$ cat config.mk
export PLATFORM = sky130hd
export DESIGN_NAME = format_spec_argument_classifier_unit
export DESIGN_NICKNAME = d
export VERILOG_FILES = /design/src/hw/rtl/fsac_pkg.sv /design/src/hw/rtl/fsac_front.sv /design/src/hw/rtl/fsac_queue.sv /design/src/hw/rtl/fsac_back.sv /design/src/hw/rtl/format_spec_argument_classifier_unit.sv
export SDC_FILE = /design/constraint.sdc
export NUM_CORES = 1
export LEC_CHECK = 0
export ABC_CLOCK_PERIOD_IN_PS = 3860
export BUFFER_PORTS_ARGS = -buffer_cell sky130_fd_sc_hd__buf_2
export CORE_UTILIZATION = 55
export CTS_CLUSTER_DIAMETER = 40
export DETAILED_ROUTE_END_ITERATION = 10
export PLACE_DENSITY = 0.74
export SKIP_CTS_REPAIR_TIMING = 1
export SYNTH_ARGS = -nofsm -noshare
export SYNTH_HDL_FRONTEND = slang
export SYNTH_HIERARCHICAL = 1
export SYNTH_SLANG_ARGS = --single-unit
$ cat constraint.sdc
create_clock -name aclk -period 3.86 [get_ports aclk]
set_clock_uncertainty 0.2 [all_clocks]
set_input_delay 0.386 -clock aclk [delete_from_list [all_inputs] [get_ports aclk]]
set_output_delay 0.386 -clock aclk [all_outputs]
set_load 0.02 [all_outputs]
$ cat src/hw/rtl/fsac_pkg.sv
// fsac_pkg: shared types, constants and character codes for the format
// specifier argument classifier
// no dependencies
package fsac_pkg;

    localparam int MAX_DESCRIPTORS = 64;
    localparam int CNT_MIN_W       = $clog2(MAX_DESCRIPTORS + 1);
    localparam int CNT_W           = (CNT_MIN_W > 7) ? CNT_MIN_W : 7;

    localparam int QUEUE_DEPTH = 4;
    localparam int Q_PTR_W     = $clog2(QUEUE_DEPTH);
    localparam int Q_CNT_W     = $clog2(QUEUE_DEPTH + 1);

    localparam int S_TDATA_W = 8;
    localparam int M_TDATA_W = 24;

    localparam logic [7:0] CH_PERCENT = "%";
    localparam logic [7:0] CH_STAR    = "*";
    localparam logic [7:0] CH_DOT     = ".";
    localparam logic [7:0] CH_H       = "h";
    localparam logic [7:0] CH_L       = "l";
    localparam logic [7:0] CH_J       = "j";
    localparam logic [7:0] CH_Z       = "z";
    localparam logic [7:0] CH_T       = "t";
    localparam logic [7:0] CH_UPPER_L = "L";
    localparam logic [7:0] CH_N       = "n";

    typedef enum logic [3:0] {
        PH_LIT   = 4'd0,
        PH_PCT   = 4'd1,
        PH_FLAGS = 4'd2,
        PH_WDIG  = 4'd3,
        PH_AFTW  = 4'd4,
        PH_DOT   = 4'd5,
        PH_PDIG  = 4'd6,
        PH_LEN   = 4'd7,
        PH_AFTH  = 4'd8,
        PH_AFTL  = 4'd9,
        PH_CONV  = 4'd10
    } phase_t;

    typedef enum logic [3:0] {
        ARG_I32    = 4'd0,
        ARG_U32    = 4'd1,
        ARG_I64    = 4'd2,
        ARG_U64    = 4'd3,
        ARG_DOUBLE = 4'd4,
        ARG_LDBL   = 4'd5,
        ARG_CHAR   = 4'd6,
        ARG_PTR    = 4'd7,
        ARG_STRING = 4'd8
    } arg_t;

    typedef enum logic [3:0] {
        LM_NONE = 4'd0,
        LM_HH   = 4'd1,
        LM_H    = 4'd2,
        LM_L    = 4'd3,
        LM_LL   = 4'd4,
        LM_J    = 4'd5,
        LM_Z    = 4'd6,
        LM_T    = 4'd7,
        LM_BIGL = 4'd8
    } lenmod_t;

    typedef enum logic [1:0] {
        ST_READY    = 2'd0,
        ST_OVERFLOW = 2'd1,
        ST_REJECT   = 2'd2
    } status_t;

    typedef enum logic [1:0] {
        EV_DESC   = 2'd0,
        EV_REJECT = 2'd1,
        EV_FINAL  = 2'd2
    } ev_kind_t;

    typedef struct packed {
        ev_kind_t kind;
        arg_t     arg_type;
        lenmod_t  len_mod;
    } event_t;

endpackage

$ cat src/hw/rtl/fsac_front.sv
// fsac_front: parse phase tracker, turns each accepted character into at
// most one event (descriptor, reject or final); uses fsac_pkg
module fsac_front
    import fsac_pkg::*;
(
    input  logic       aclk,
    input  logic       aresetn,
    input  logic       accept,
    input  logic [7:0] ch,
    input  logic       last,
    output logic       push,
    output event_t     evt
);

    phase_t  phase_reg, phase_next;
    lenmod_t plm_reg, plm_next;
    logic    star_push;
    logic    conv_go;
    lenmod_t conv_lm;

    function automatic logic is_flag(input logic [7:0] c);
        return (c == "-") || (c == "+") || (c == " ") || (c == "#") || (c == "0");
    endfunction

    function automatic logic is_digit(input logic [7:0] c);
        return (c >= "0") && (c <= "9");
    endfunction

    // conversion character: known kinds produce a descriptor, n a reject
    function automatic event_t conv_evt(input logic [7:0] c, input lenmod_t lm,
                                        output logic hit);
        event_t e;
        e.kind     = EV_DESC;
        e.arg_type = ARG_I32;
        e.len_mod  = lm;
        hit        = 1'b1;
        case (c) inside
            CH_N: begin
                e.kind = EV_REJECT;
            end
            "f", "F", "e", "E", "g", "G", "a", "A": begin
                e.arg_type = (lm == LM_BIGL) ? ARG_LDBL : ARG_DOUBLE;
            end
            "d", "i": begin
                e.arg_type = (lm <= LM_H) ? ARG_I32 : ARG_I64;
            end
            "u", "x", "X", "o": begin
                e.arg_type = (lm <= LM_H) ? ARG_U32 : ARG_U64;
            end
            "c":     e.arg_type = ARG_CHAR;
            "s":     e.arg_type = ARG_STRING;
            "p":     e.arg_type = ARG_PTR;
            default: hit = 1'b0;
        endcase
        return e;
    endfunction

    always_comb begin
        logic to_flag;
        logic to_dot;
        logic to_len;

        to_flag    = 1'b0;
        to_dot     = 1'b0;
        to_len     = 1'b0;
        conv_go    = 1'b0;
        conv_lm    = LM_NONE;
        star_push  = 1'b0;
        phase_next = phase_reg;
        plm_next   = plm_reg;

        case (phase_reg)
            PH_LIT: begin
                if (ch == CH_PERCENT) phase_next = PH_PCT;
            end
            PH_PCT: begin
                if (ch == CH_PERCENT) phase_next = PH_LIT;
                else                  to_flag = 1'b1;
            end
            PH_FLAGS: to_flag = 1'b1;
            PH_WDIG: begin
                if (!is_digit(ch)) to_dot = 1'b1;
            end
            PH_AFTW: to_dot = 1'b1;
            PH_DOT: begin
                if (ch == CH_STAR) begin
                    phase_next = PH_LEN;
                    star_push  = 1'b1;
                end else if (is_digit(ch)) begin
                    phase_next = PH_PDIG;
                end else begin
                    to_len = 1'b1;
                end
            end
            PH_PDIG: begin
                if (!is_digit(ch)) to_len = 1'b1;
            end
            PH_LEN: to_len = 1'b1;
            PH_AFTH: begin
                if (ch == CH_H) begin
                    plm_next   = LM_HH;
                    phase_next = PH_CONV;
                end else begin
                    conv_go = 1'b1;
                    conv_lm = LM_H;
                end
            end
            PH_AFTL: begin
                if (ch == CH_L) begin
                    plm_next   = LM_LL;
                    phase_next = PH_CONV;
                end else begin
                    conv_go = 1'b1;
                    conv_lm = LM_L;
                end
            end
            PH_CONV: begin
                conv_go = 1'b1;
                conv_lm = plm_reg;
            end
            default: phase_next = PH_LIT;
        endcase

        if (to_flag) begin
            if (is_flag(ch)) begin
                phase_next = PH_FLAGS;
            end else if (ch == CH_STAR) begin
                phase_next = PH_AFTW;
                star_push  = 1'b1;
            end else if (is_digit(ch)) begin
                phase_next = PH_WDIG;
            end else begin
                to_dot = 1'b1;
            end
        end

        if (to_dot) begin
            if (ch == CH_DOT) phase_next = PH_DOT;
            else              to_len = 1'b1;
        end

        if (to_len) begin
            case (ch)
                CH_H: phase_next = PH_AFTH;
                CH_L: phase_next = PH_AFTL;
                CH_J: begin
                    plm_next   = LM_J;
                    phase_next = PH_CONV;
                end
                CH_Z: begin
                    plm_next   = LM_Z;
                    phase_next = PH_CONV;
                end
                CH_T: begin
                    plm_next   = LM_T;
                    phase_next = PH_CONV;
                end
                CH_UPPER_L: begin
                    plm_next   = LM_BIGL;
                    phase_next = PH_CONV;
                end
                default: begin
                    conv_go = 1'b1;
                    conv_lm = LM_NONE;
                end
            endcase
        end

        if (conv_go) begin
            phase_next = PH_LIT;
            plm_next   = LM_NONE;
        end

        if (last) begin
            phase_next = PH_LIT;
            plm_next   = LM_NONE;
        end
    end

    always_comb begin
        logic   hit;
        event_t ce;

        hit  = 1'b0;
        ce   = conv_evt(ch, conv_lm, hit);
        push = star_push;
        evt  = '{kind: EV_DESC, arg_type: ARG_I32, len_mod: LM_NONE};

        if (conv_go) begin
            push = hit;
            evt  = ce;
        end

        if (last) begin
            push = 1'b1;
            evt  = '{kind: EV_FINAL, arg_type: ARG_I32, len_mod: LM_NONE};
        end

        push = push & accept;
    end

    always_ff @(posedge aclk) begin
        if (!aresetn) begin
            phase_reg <= PH_LIT;
            plm_reg   <= LM_NONE;
        end else if (accept) begin
            phase_reg <= phase_next;
            plm_reg   <= plm_next;
        end
    end

endmodule

$ cat src/hw/rtl/fsac_queue.sv
// fsac_queue: small event fifo between the parser front and the result back
// uses fsac_pkg
module fsac_queue
    import fsac_pkg::*;
(
    input  logic   aclk,
    input  logic   aresetn,
    input  logic   push,
    input  event_t push_evt,
    output logic   full,
    input  logic   pop,
    output logic   head_valid,
    output event_t head_evt
);

    event_t               mem [QUEUE_DEPTH];
    logic [Q_PTR_W-1:0]   wr_ptr_reg, wr_ptr_next;
    logic [Q_PTR_W-1:0]   rd_ptr_reg, rd_ptr_next;
    logic [Q_CNT_W-1:0]   cnt_reg, cnt_next;
    logic                 do_pop;

    assign full       = (cnt_reg == Q_CNT_W'(QUEUE_DEPTH));
    assign head_valid = (cnt_reg != '0);
    assign head_evt   = mem[rd_ptr_reg];
    assign do_pop     = pop & head_valid;

    always_comb begin
        wr_ptr_next = push   ? wr_ptr_reg + 1'b1 : wr_ptr_reg;
        rd_ptr_next = do_pop ? rd_ptr_reg + 1'b1 : rd_ptr_reg;
        cnt_next    = cnt_reg + Q_CNT_W'(push) - Q_CNT_W'(do_pop);
    end

    always_ff @(posedge aclk) begin
        if (push) mem[wr_ptr_reg] <= push_evt;
    end

    always_ff @(posedge aclk) begin
        if (!aresetn) begin
            wr_ptr_reg <= '0;
            rd_ptr_reg <= '0;
            cnt_reg    <= '0;
        end else begin
            wr_ptr_reg <= wr_ptr_next;
            rd_ptr_reg <= rd_ptr_next;
            cnt_reg    <= cnt_next;
        end
    end

endmodule

$ cat src/hw/rtl/fsac_back.sv
// fsac_back: descriptor numbering, limit and reject handling, output register
// uses fsac_pkg
module fsac_back
    import fsac_pkg::*;
(
    input  logic                 aclk,
    input  logic                 aresetn,
    input  logic                 head_valid,
    input  event_t               head_evt,
    output logic                 pop,
    output logic                 m_tvalid,
    input  logic                 m_tready,
    output logic [M_TDATA_W-1:0] m_tdata,   // arg_type, len_mod, op_index, op_total, status, pad
    output logic                 m_tlast    // is_final
);

    logic [CNT_W-1:0] cnt_reg, cnt_next;
    status_t          halt_reg, halt_next;
    logic             valid_reg, valid_next;
    logic             final_reg, final_next;
    arg_t             type_reg, type_next;
    lenmod_t          lm_reg, lm_next;
    logic [5:0]       idx_reg, idx_next;
    logic [6:0]       total_reg, total_next;
    status_t          stat_reg, stat_next;

    assign pop = head_valid & (~valid_reg | m_tready);

    always_comb begin
        cnt_next   = cnt_reg;
        halt_next  = halt_reg;
        valid_next = valid_reg & ~m_tready;
        final_next = final_reg;
        type_next  = type_reg;
        lm_next    = lm_reg;
        idx_next   = idx_reg;
        total_next = total_reg;
        stat_next  = stat_reg;
        if (pop) begin
            case (head_evt.kind)
                EV_FINAL: begin
                    valid_next = 1'b1;
                    final_next = 1'b1;
                    type_next  = ARG_I32;
                    lm_next    = LM_NONE;
                    idx_next   = '0;
                    total_next = cnt_reg[6:0];
                    stat_next  = halt_reg;
                    cnt_next   = '0;
                    halt_next  = ST_READY;
                end
                EV_DESC: begin
                    if (halt_reg == ST_READY) begin
                        if (cnt_reg >= CNT_W'(MAX_DESCRIPTORS)) begin
                            halt_next = ST_OVERFLOW;
                        end else begin
                            valid_next = 1'b1;
                            final_next = 1'b0;
                            type_next  = head_evt.arg_type;
                            lm_next    = head_evt.len_mod;
                            idx_next   = cnt_reg[5:0];
                            total_next = '0;
                            stat_next  = ST_READY;
                            cnt_next   = cnt_reg + 1'b1;
                        end
                    end
                end
                EV_REJECT: begin
                    if (halt_reg == ST_READY) halt_next = ST_REJECT;
                end
                default: ;
            endcase
        end
    end

    always_ff @(posedge aclk) begin
        if (!aresetn) begin
            cnt_reg   <= '0;
            halt_reg  <= ST_READY;
            valid_reg <= 1'b0;
        end else begin
            cnt_reg   <= cnt_next;
            halt_reg  <= halt_next;
            valid_reg <= valid_next;
        end
    end

    always_ff @(posedge aclk) begin
        final_reg <= final_next;
        type_reg  <= type_next;
        lm_reg    <= lm_next;
        idx_reg   <= idx_next;
        total_reg <= total_next;
        stat_reg  <= stat_next;
    end

    assign m_tvalid = valid_reg;
    assign m_tlast  = final_reg;
    assign m_tdata  = {1'b0, stat_reg, total_reg, idx_reg, lm_reg, type_reg};

endmodule

$ cat src/hw/rtl/format_spec_argument_classifier_unit.sv
// format_spec_argument_classifier_unit: printf format string classifier top
// level, wires fsac_front, fsac_queue and fsac_back; uses fsac_pkg
//
// input channel s_*: one format character per request in s_tdata[7:0];
// s_tlast marks the terminator request, whose character is ignored
// output channel m_*: one argument descriptor per '*' or known conversion,
// and one final status request (m_tlast high) per terminator, carrying
// the descriptor total and status: ready, overflow, or rejected %n
// throughput: one character per cycle while the event queue is not full;
// the front parser decides each character in the cycle it is accepted and
// the back numbers descriptors one event per cycle while its output register
// is empty or taken; path: a result's event is written into the event queue
// at the edge that accepts the character that caused it, then into the
// output register that drives m_tvalid
// stall: the output register holds while m_tready is low; the four-entry
// event queue keeps taking characters until it fills, then s_tready drops
// reset: aresetn low at a clock edge returns the parser to literal text,
// clears the descriptor count and status and empties queue and output
module format_spec_argument_classifier_unit
    import fsac_pkg::*;
(
    input  logic                 aclk,
    input  logic                 aresetn,
    input  logic                 s_tvalid,
    output logic                 s_tready,
    input  logic [S_TDATA_W-1:0] s_tdata,   // ch
    input  logic                 s_tlast,   // terminator
    output logic                 m_tvalid,
    input  logic                 m_tready,
    output logic [M_TDATA_W-1:0] m_tdata,   // arg_type, len_mod, op_index, op_total, status, pad
    output logic                 m_tlast    // is_final
);

    logic   accept;
    logic   push;
    event_t push_evt;
    logic   full;
    logic   pop;
    logic   head_valid;
    event_t head_evt;

    assign s_tready = ~full;
    assign accept   = s_tvalid & s_tready;

    fsac_front u_front (
        .aclk    (aclk),
        .aresetn (aresetn),
        .accept  (accept),
        .ch      (s_tdata[7:0]),
        .last    (s_tlast),
        .push    (push),
        .evt     (push_evt)
    );

    fsac_queue u_queue (
        .aclk       (aclk),
        .aresetn    (aresetn),
        .push       (push),
        .push_evt   (push_evt),
        .full       (full),
        .pop        (pop),
        .head_valid (head_valid),
        .head_evt   (head_evt)
    );

    fsac_back u_back (
        .aclk       (aclk),
        .aresetn    (aresetn),
        .head_valid (head_valid),
        .head_evt   (head_evt),
        .pop        (pop),
        .m_tvalid   (m_tvalid),
        .m_tready   (m_tready),
        .m_tdata    (m_tdata),
        .m_tlast    (m_tlast)
    );

endmodule
### Yosys cells after proc, flatten, opt, wreduce, memory -nomap -nowiden

Memories as Yosys holds them, arrays and structs flattened. A register that Yosys moved wholly into a read port is not among the register bits.
Index checks and enable logic that the tools add are counted.

| word-level totals | value |
|---|---|
| bits in registers | 49 |
| output and inout port bits | 27 |
| input bits | 13 |
| logic and storage cells | 208 |
| RAM bits | 40 |
| memories | 1 |

Memory list:

| memory | depth | bits a word | read ports | clocked after Yosys merged registers in | wr ports | line | RTL |
|---|---|---|---|---|---|---|---|
| u_queue.mem | 4 | 10 | 1 | 1 | 1 | fsac_queue.sv:16 | `event_t mem [QUEUE_DEPTH];` |

| operators by class | value |
|---|---|
| bitwise operators | 9 |
| add/subtract/negate cells | 5 |
| muxes and demuxes | 106 |
| eq/ne operators | 50 |
| reduce and logical (&&, ||, !) cells | 19 |
| order comparisons | 4 |

Operators by type and width:

| operator | count |
|---|---|
| equality test 8 x 7 -> 1 bit, second input constant | 24 |
| 2-to-1 mux 4 bit | 32 |
| equality test 8 x 6 -> 1 bit, second input constant | 8 |
| 2-to-1 mux 1 bit | 36 |
| 2-to-1 mux 7 bit | 4 |
| one-hot mux 7 bit (2 select lines) | 2 |
| one-hot mux 4 bit (2 select lines) | 3 |
| one-hot mux 4 bit (3 select lines) | 2 |
| one-hot mux 4 bit (6 select lines) | 1 |
| 2-to-1 mux 2 bit | 11 |
| equality test 4 x 3 -> 1 bit, second input constant | 4 |
| equality test 4 bit, second input constant | 4 |
| one-hot mux 4 bit (4 select lines) | 1 |
| 2-to-1 mux 6 bit | 2 |
| one-hot mux 6 bit (2 select lines) | 1 |
| OR reduction 6 bit | 2 |
| 2-to-1 mux 10 bit | 1 |
| 2-to-1 mux 9 bit | 1 |
| equality test 4 x 2 -> 1 bit, second input constant | 2 |
| greater-or-equal comparator 8 x 6 -> 1 bit, second input constant | 1 |
| <= comparator 8 x 6 -> 1 bit, second input constant | 1 |
| one-hot mux 1 bit (2 select lines) | 4 |
| OR reduction 4 bit | 2 |
| OR reduction 8 bit | 1 |
| other kinds (28) | 43 |

### Logic depth before layout (Yosys ltp)

| logic depth | value |
|---|---|
| depth in word-level cells | 18 |
| depth in mapped cells | 14 |
| mapped depth without buffers | 12 |

### Hierarchy

The synthesis kept the hierarchy.

Modules (own cells, without submodules):

| module | cells each | area an instance (um^2) | times used |
|---|---|---|---|
| fsac_queue | 96 | 1,915.6 | 1 |
| fsac_front | 218 | 1,438.9 | 1 |
| fsac_back | 113 | 1,362.6 | 1 |
| format_spec_argument_classifier_unit | 2 | 10.0 | 1 |

### Worst setup path after synthesis

OpenSTA, ideal clock, no wires.

| timing path | value |
|---|---|
| path type | input to register |
| start point | input port s_tdata[4] |
| end point | register u_queue.cnt_reg[2] |
| setup time | 114 ps |
| arrival | 2,800 ps |
| buffers on the path | 2 |
| slack | 747 ps |
| stages on the path | 12 |
| path through | buf_2 > clkbuf_1 > or4b_1 > a21oi_1 > nor2_1 > a22o_1 > a21boi_1 > ha_1 > inv_1 > fa_1 > xnor3_1 > nor2b_1 |

| on the way | value |
|---|---|
| word-level cells in the longest chain between the ends | 15 |

Ends and longest elaborated chain:

| what | line | RTL |
|---|---|---|
| from (decl) | format_spec_argument_classifier_unit.sv:26 | `input logic [S_TDATA_W-1:0] s_tdata,` |
| greater-or-equal comparator 8 x 6 -> 1 bit or <= comparator 8 x 6 -> 1 bit (tied branches) | fsac_front.sv:26 | `return (c >= "0") && (c <= "9");` |
| logical AND 1 bit | fsac_front.sv:26 |  |
| 2-to-1 mux 1 bit | fsac_front.sv:82, fsac_front.sv:89, fsac_front.sv:96 |  |
| one-hot mux 1 bit (2 select lines) | fsac_front.sv:72 | `case (phase_reg)` |
| 2-to-1 mux 1 bit | fsac_front.sv:130 | `end else if (is_digit(ch)) begin` |
| 2-to-1 mux 1 bit | fsac_front.sv:127 | `end else if (ch == CH_STAR) begin` |
| 2-to-1 mux 1 bit | fsac_front.sv:125 | `if (is_flag(ch)) begin` |
| 2-to-1 mux 1 bit | fsac_front.sv:124 | `if (to_flag) begin` |
| 2-to-1 mux 1 bit | fsac_front.sv:137 | `if (to_dot) begin` |
| 2-to-1 mux 1 bit | fsac_front.sv:142 | `if (to_len) begin` |
| 2-to-1 mux 1 bit (*) | fsac_front.sv:189 | `if (conv_go) begin` |
| 2-to-1 mux 1 bit (*) | fsac_front.sv:194 | `if (last) begin` |
| AND 1 bit (*) | fsac_front.sv:199 | `push = push & accept;` |
| via push | format_spec_argument_classifier_unit.sv:35 | `logic push;` |
| adder 3 x 1 -> 3 bit (*) | fsac_queue.sv:30 | `cnt_next = cnt_reg + Q_CNT_W'(push) - Q_CNT_W'(do_pop);` |
| subtractor 3 x 1 -> 3 bit (*) | fsac_queue.sv:30 |  |
| to (signal assigned) | fsac_queue.sv:45 | `cnt_reg <= cnt_next;` |
| to (decl) | fsac_queue.sv:19 | `logic [Q_CNT_W-1:0] cnt_reg, cnt_next;` |

Mark *: on every way through the listed nets, which the timed path passes. The rest lies on a longest branch.
A chain may end at the register's enable or synchronous reset.

### Worst setup path in the final report

| timing path | value |
|---|---|
| start point | register u_front.phase_reg[1] |
| end point | memory u_queue/mem[0][7] (netlist bit) (enable) |

| on the way | value |
|---|---|
| word-level cells in the longest chain between the ends | 13 |

Ends and longest elaborated chain:

| what | line | RTL |
|---|---|---|
| from (decl) | fsac_front.sv:15 | `phase_t phase_reg, phase_next;` |
| from (signal assigned) | fsac_front.sv:207 | `phase_reg <= phase_next;` |
| equality test 4 x 3 -> 1 bit or equality test 4 x 2 -> 1 bit (tied branches) | fsac_front.sv:72 |  |
| one-hot mux 1 bit (2 select lines) | fsac_front.sv:72 |  |
| 2-to-1 mux 1 bit | fsac_front.sv:130 |  |
| 2-to-1 mux 1 bit | fsac_front.sv:127 |  |
| 2-to-1 mux 1 bit | fsac_front.sv:125 |  |
| 2-to-1 mux 1 bit | fsac_front.sv:124 |  |
| 2-to-1 mux 1 bit | fsac_front.sv:137 |  |
| 2-to-1 mux 1 bit | fsac_front.sv:142 |  |
| 2-to-1 mux 1 bit (*) | fsac_front.sv:189 |  |
| 2-to-1 mux 1 bit (*) | fsac_front.sv:194 |  |
| AND 1 bit (*) | fsac_front.sv:199 |  |
| via push | format_spec_argument_classifier_unit.sv:35 |  |
| 2-to-1 mux 1 bit (*) | fsac_queue.sv:34 | `if (push) mem[wr_ptr_reg] <= push_evt;` |
| 2-to-1 mux 1 bit (implied by the code) (*) | fsac_queue.sv:34 |  |
| to (decl) | fsac_queue.sv:16 |  |

Marked as above.

==> flow_results.xml <==
<?xml version="1.0" encoding="UTF-8"?>
<metrics>
  <group name="outcome">
    <metric name="run_status" unit="">finished, final reports clean</metric>
  </group>
  <group name="synthesis">
    <metric name="synth_area" unit="mm2">0.00473</metric>
    <metric name="synth_adder_area_share" unit="%">2.28</metric>
    <metric name="synthTopCellsByArea" unit="">sky130_fd_sc_hd__edfxtp_1 (41%), sky130_fd_sc_hd__dfxtp_1 (11%), sky130_fd_sc_hd__mux4_2 (4.8%)</metric>
    <metric name="netlist_instances" unit="">429</metric>
    <metric name="syn-num-nets" unit="">450</metric>
    <metric name="synth_warnings" unit="">6</metric>
    <metric name="post_synth_xor_area_fraction" unit="%">0.847</metric>
    <metric name="synth_compound_area_share" unit="%">14.4</metric>
    <metric name="synth_sequential_area_ratio" unit="%">52.1</metric>
    <metric name="ys_ff_latch" unit="">91</metric>
    <metric name="ys.flop_type" unit="">sky130_fd_sc_hd__edfxtp_1</metric>
    <metric name="synth.area.mux_share" unit="%">5.85</metric>
    <metric name="main_combinational_cell_family_by_area_after_synthesis" unit="">simple AND/OR/NAND/NOR gates</metric>
    <metric name="yosys.area_share.simple" unit="%">20.0</metric>
    <metric name="synth_largest_type_area_fraction" unit="%">40.7</metric>
    <metric name="post_synth.cell_area_avg" unit="um2">11.0</metric>
    <metric name="synth_edf_count" unit="">64</metric>
    <metric name="synth_largest_area_cell" unit="">sky130_fd_sc_hd__edfxtp_1</metric>
    <metric name="post_synth_num_cell_types" unit="">71</metric>
    <metric name="synth_async_sr_flop_share" unit="%">0</metric>
  </group>
  <group name="critical_path">
    <metric name="timing.critical_path.depth" unit="">9</metric>
    <metric name="regToRegStartpoint" unit="">u_front/phase_reg[1]</metric>
    <metric name="worstPathArrival" unit="ns">2.81</metric>
    <metric name="crit_start" unit="">u_front/phase_reg[1]</metric>
    <metric name="worst-r2r-setup-slack" unit="ns">0.82</metric>
    <metric name="timing.critical_path.required" unit="ns">3.63</metric>
    <metric name="path_class" unit="">reg2reg</metric>
    <metric name="cp-end-kind" unit="">flip-flop</metric>
    <metric name="path_max_fanout" unit="">11</metric>
    <metric name="worstSetupEndpoint" unit="">u_queue/mem[0][7]</metric>
    <metric name="cp_cell_sequence" unit="">inv_2 &gt; nor2_1 &gt; a32oi_2 &gt; o221ai_2 &gt; nand2b_1 &gt; a22o_1 &gt; a21boi_1 &gt; buf_4 &gt; and2_1</metric>
    <metric name="reg_to_reg_endpoint" unit="">u_queue/mem[0][7]</metric>
    <metric name="path_delay_family" unit="">compound AO/OA/AOI/OAI gates</metric>
    <metric name="worst_setup_path_start_kind" unit="">flip-flop</metric>
    <metric name="r2r.worst_path.cells" unit="">9</metric>
    <metric name="worst-path-buf-inv" unit="">2</metric>
    <metric name="slowest_delay" unit="ns">0.57</metric>
    <metric name="crit_path_top_delay_cell" unit="">sky130_fd_sc_hd__dfxtp_1</metric>
  </group>
  <group name="grt">
    <metric name="initial_antenna_violation_count" unit="">0</metric>
    <metric name="grt_first_pass_wirelength" unit="um">15000</metric>
    <metric name="grt_util_all_layers" unit="%">21.5</metric>
    <metric name="grt_start_max_net_pins" unit="">26</metric>
    <metric name="via_count_of_the_first_global_routing_pass" unit="">3129</metric>
    <metric name="overflow" unit="">0</metric>
  </group>
  <group name="timing">
    <metric name="post-route-worst-setup-slack" unit="ns">0.823</metric>
    <metric name="finalWorstPathRequiredPeriod" unit="ns">3.04</metric>
    <metric name="max_slew.worst_pin.slew" unit="ns">0.862</metric>
    <metric name="final_cycle_utilization_of_the_critical_path" unit="%">78.7</metric>
    <metric name="fin_tns_setup" unit="ns">0</metric>
    <metric name="rsz_0062_raised_after_global_routing" unit="">no</metric>
    <metric name="hold_viol" unit="">0</metric>
    <metric name="timing.fmax" unit="MHz">329</metric>
    <metric name="setup_violations" unit="">0</metric>
    <metric name="number_of_slew_limit_violations_in_the_final_report" unit="">0</metric>
    <metric name="max_slew_margin" unit="%">42.5</metric>
  </group>
  <group name="floorplan">
    <metric name="initial_core_utilization" unit="%">57.2</metric>
    <metric name="dieHeight" unit="um">94.7</metric>
    <metric name="die_w" unit="um">94.7</metric>
    <metric name="ports_placed_on_the_boundary" unit="">40</metric>
    <metric name="rows" unit="">33</metric>
    <metric name="fp.dieArea" unit="mm2">0.00897</metric>
    <metric name="coreArea" unit="mm2">0.00826</metric>
  </group>
  <group name="drt">
    <metric name="first_iter_violations" unit="">152</metric>
    <metric name="detail-route-antenna-nets" unit="">0</metric>
    <metric name="wl_met2" unit="um">4680</metric>
    <metric name="num_vias" unit="">3334</metric>
    <metric name="detail_route.wirelength" unit="um">9030</metric>
    <metric name="met1Wirelength" unit="um">3940</metric>
    <metric name="first_pass_iters" unit="">4</metric>
    <metric name="wire_per_inst" unit="um">15.9</metric>
    <metric name="drcViolationCount" unit="">0</metric>
    <metric name="uppermost_routed_layer" unit="">met4</metric>
    <metric name="vias_per_cell" unit="">5.87</metric>
    <metric name="wl_met3" unit="um">347</metric>
  </group>
  <group name="clock_network">
    <metric name="clk_root_buffer_cell" unit="">sky130_fd_sc_hd__clkbuf_8</metric>
    <metric name="numCtsBuffers" unit="">9</metric>
    <metric name="htree_levels" unit="">3</metric>
    <metric name="clk_pin_slew" unit="ns">0.09</metric>
    <metric name="cts_tree" unit="">done</metric>
    <metric name="clkSinkCount" unit="">91</metric>
    <metric name="clock_path_buffers" unit="">2</metric>
    <metric name="clk-insertion-delay-late" unit="ns">0.33</metric>
  </group>
  <group name="cells_and_area">
    <metric name="num-nets-final" unit="">479</metric>
    <metric name="syn2layout_area_growth" unit="%">9.37</metric>
    <metric name="num_antenna_cells" unit="">0</metric>
    <metric name="fillerInstances" unit="">648</metric>
    <metric name="layout_commonest_cell" unit="">sky130_fd_sc_hd__edfxtp_1</metric>
    <metric name="largest_register_ffs" unit="">40</metric>
    <metric name="drive_above_1_share" unit="%">17.9</metric>
    <metric name="most-common-layout-cells" unit="">sky130_fd_sc_hd__edfxtp_1 (64), sky130_fd_sc_hd__buf_2 (38), sky130_fd_sc_hd__nor2_1 (33)</metric>
  </group>
  <group name="power">
    <metric name="switching_share" unit="%">31.8</metric>
    <metric name="total_switching_power" unit="W">0.000884</metric>
    <metric name="clock_power_share" unit="%">23.8</metric>
    <metric name="total_leakage_power" unit="nW">1.81</metric>
    <metric name="power.density_cell_area" unit="mW/mm2">538</metric>
    <metric name="irDropWorstVdd" unit="V">0.000317</metric>
    <metric name="sequential_share_of_power" unit="%">46.9</metric>
    <metric name="power.share.combinational" unit="%">29.3</metric>
    <metric name="internal_power" unit="W">0.00190</metric>
  </group>
  <group name="placement">
    <metric name="gp_routability_congestion" unit="">0.901</metric>
    <metric name="dp_hpwl" unit="um">6610</metric>
    <metric name="detailedPlace.worstSlack" unit="ns">0.667</metric>
    <metric name="io_buffer_count" unit="">38</metric>
  </group>
  <group name="hold_path">
    <metric name="worstHoldPathType" unit="">in2reg</metric>
  </group>
  <group name="run">
    <metric name="max_cap_violations" unit="">0</metric>
  </group>
</metrics>
==> worst register-to-register path, cell delays in order (launching register included) <==
cell and delay (ns):
sky130_fd_sc_hd__dfxtp_1 0.57, sky130_fd_sc_hd__inv_2 0.15, sky130_fd_sc_hd__nor2_1 0.18, sky130_fd_sc_hd__a32oi_2 0.16, sky130_fd_sc_hd__o221ai_2 0.20, sky130_fd_sc_hd__nand2b_1 0.14
sky130_fd_sc_hd__a22o_1 0.24, sky130_fd_sc_hd__a21boi_1 0.20, sky130_fd_sc_hd__buf_4 0.17, sky130_fd_sc_hd__and2_1 0.45
==> metrics by stage <==
step / cells / area [um2] / hold WS, ns / utilization (%) / total power (W)
after floorplan: 429 / 4730 / 0.242 / - / 0.00194
final: 568 / 5170 / 0.154 / 62.6 / 0.00278
after global routing: 568 / 5170 / 0.139 / 62.6 / 0.00294
after detailed placement: 552 / 4950 / 0.265 / 59.9 / 0.00215
after CTS: 568 / 5170 / 0.142 / 62.6 / 0.00281
after global placement: 552 / 4950 / 0.260 / 59.9 / 0.00211
==> final cells by class <==
type | count | area (um2) | area share (%)
Clock buffer | 12 | 188 | 3.63
Clock inverter | 4 | 35.0 | 0.678
Inverter | 17 | 63.8 | 1.23
Multi-Input combinational cell | 295 | 2050 | 39.7
Sequential cell | 91 | 2460 | 47.6
Tap cell | 105 | 131 | 2.54
Timing Repair Buffer | 44 | 235 | 4.55
==> worst min path at each step <==
stage / startpoint / to / cells after the start
floorplan: u_front/plm_reg[0] / u_front/plm_reg[0] / 1
CTS: s_tlast / u_queue/mem[0][9] / 1
finish: s_tlast / u_queue/mem[0][9] / 1
detailed placement: u_front/plm_reg[0] / u_front/plm_reg[0] / 1
global placement: u_front/plm_reg[0] / u_front/plm_reg[0] / 1
global route: s_tlast / u_queue/mem[0][9] / 1
==> synthesized netlist by cell type, types with 3 or more instances <==
master / count
sky130_fd_sc_hd__a22o_1: 5
sky130_fd_sc_hd__dfxtp_1: 27
sky130_fd_sc_hd__buf_6: 3
sky130_fd_sc_hd__nor2_1: 33
sky130_fd_sc_hd__and2_1: 22
sky130_fd_sc_hd__nand3_1: 8
sky130_fd_sc_hd__clkbuf_1: 8
sky130_fd_sc_hd__a32o_1: 3
sky130_fd_sc_hd__o21ai_1: 3
sky130_fd_sc_hd__ha_1: 7
sky130_fd_sc_hd__nand2_1: 26
sky130_fd_sc_hd__nand4_1: 3
sky130_fd_sc_hd__or3_1: 5
sky130_fd_sc_hd__o21ai_0: 16
sky130_fd_sc_hd__a21oi_1: 31
sky130_fd_sc_hd__edfxtp_1: 64
sky130_fd_sc_hd__mux2i_1: 4
sky130_fd_sc_hd__a21o_1: 3
sky130_fd_sc_hd__o211ai_1: 4
sky130_fd_sc_hd__nor3_1: 6
sky130_fd_sc_hd__buf_4: 3
sky130_fd_sc_hd__nor3b_1: 6
sky130_fd_sc_hd__a31oi_1: 3
sky130_fd_sc_hd__nand3b_1: 8
sky130_fd_sc_hd__nand2b_1: 17
sky130_fd_sc_hd__nor2b_1: 20
sky130_fd_sc_hd__o21a_1: 3
sky130_fd_sc_hd__o22ai_1: 3
sky130_fd_sc_hd__buf_2: 11
sky130_fd_sc_hd__mux4_2: 10
sky130_fd_sc_hd__inv_1: 15
==> metal layers <==
metal | global-route usage [%] | vias up
li1 | - | 1648
met1 | 27.1 | 1595
met2 | 38.8 | 85
met3 | 2.74 | 6
met4 | 5.43 | 0
met5 | 0 | -
==> power by group through the flow <==
stage / sequential, W / clock (W) / combinational [W]
after CTS: 0.00131 / 0.000680 / 0.000826
final: 0.00130 / 0.000662 / 0.000815
after global routing: 0.00132 / 0.000716 / 0.000903
after detailed placement: 0.00133 / 0 / 0.000820
after global placement: 0.00132 / 0 / 0.000794
after floorplan: 0.00144 / 0 / 0.000502
==> kinds of logic after synthesis <==
family / after synthesis
and+or+nand+nor: 168
AOI/OAI and AO/OA: 100
DFF: 91
buffers and inverters: 43
muxes: 15
adders and majority gates: 8
xor gates and xnor gates: 3
other: 1
Note: power is estimated with default switching activity, not from simulation.
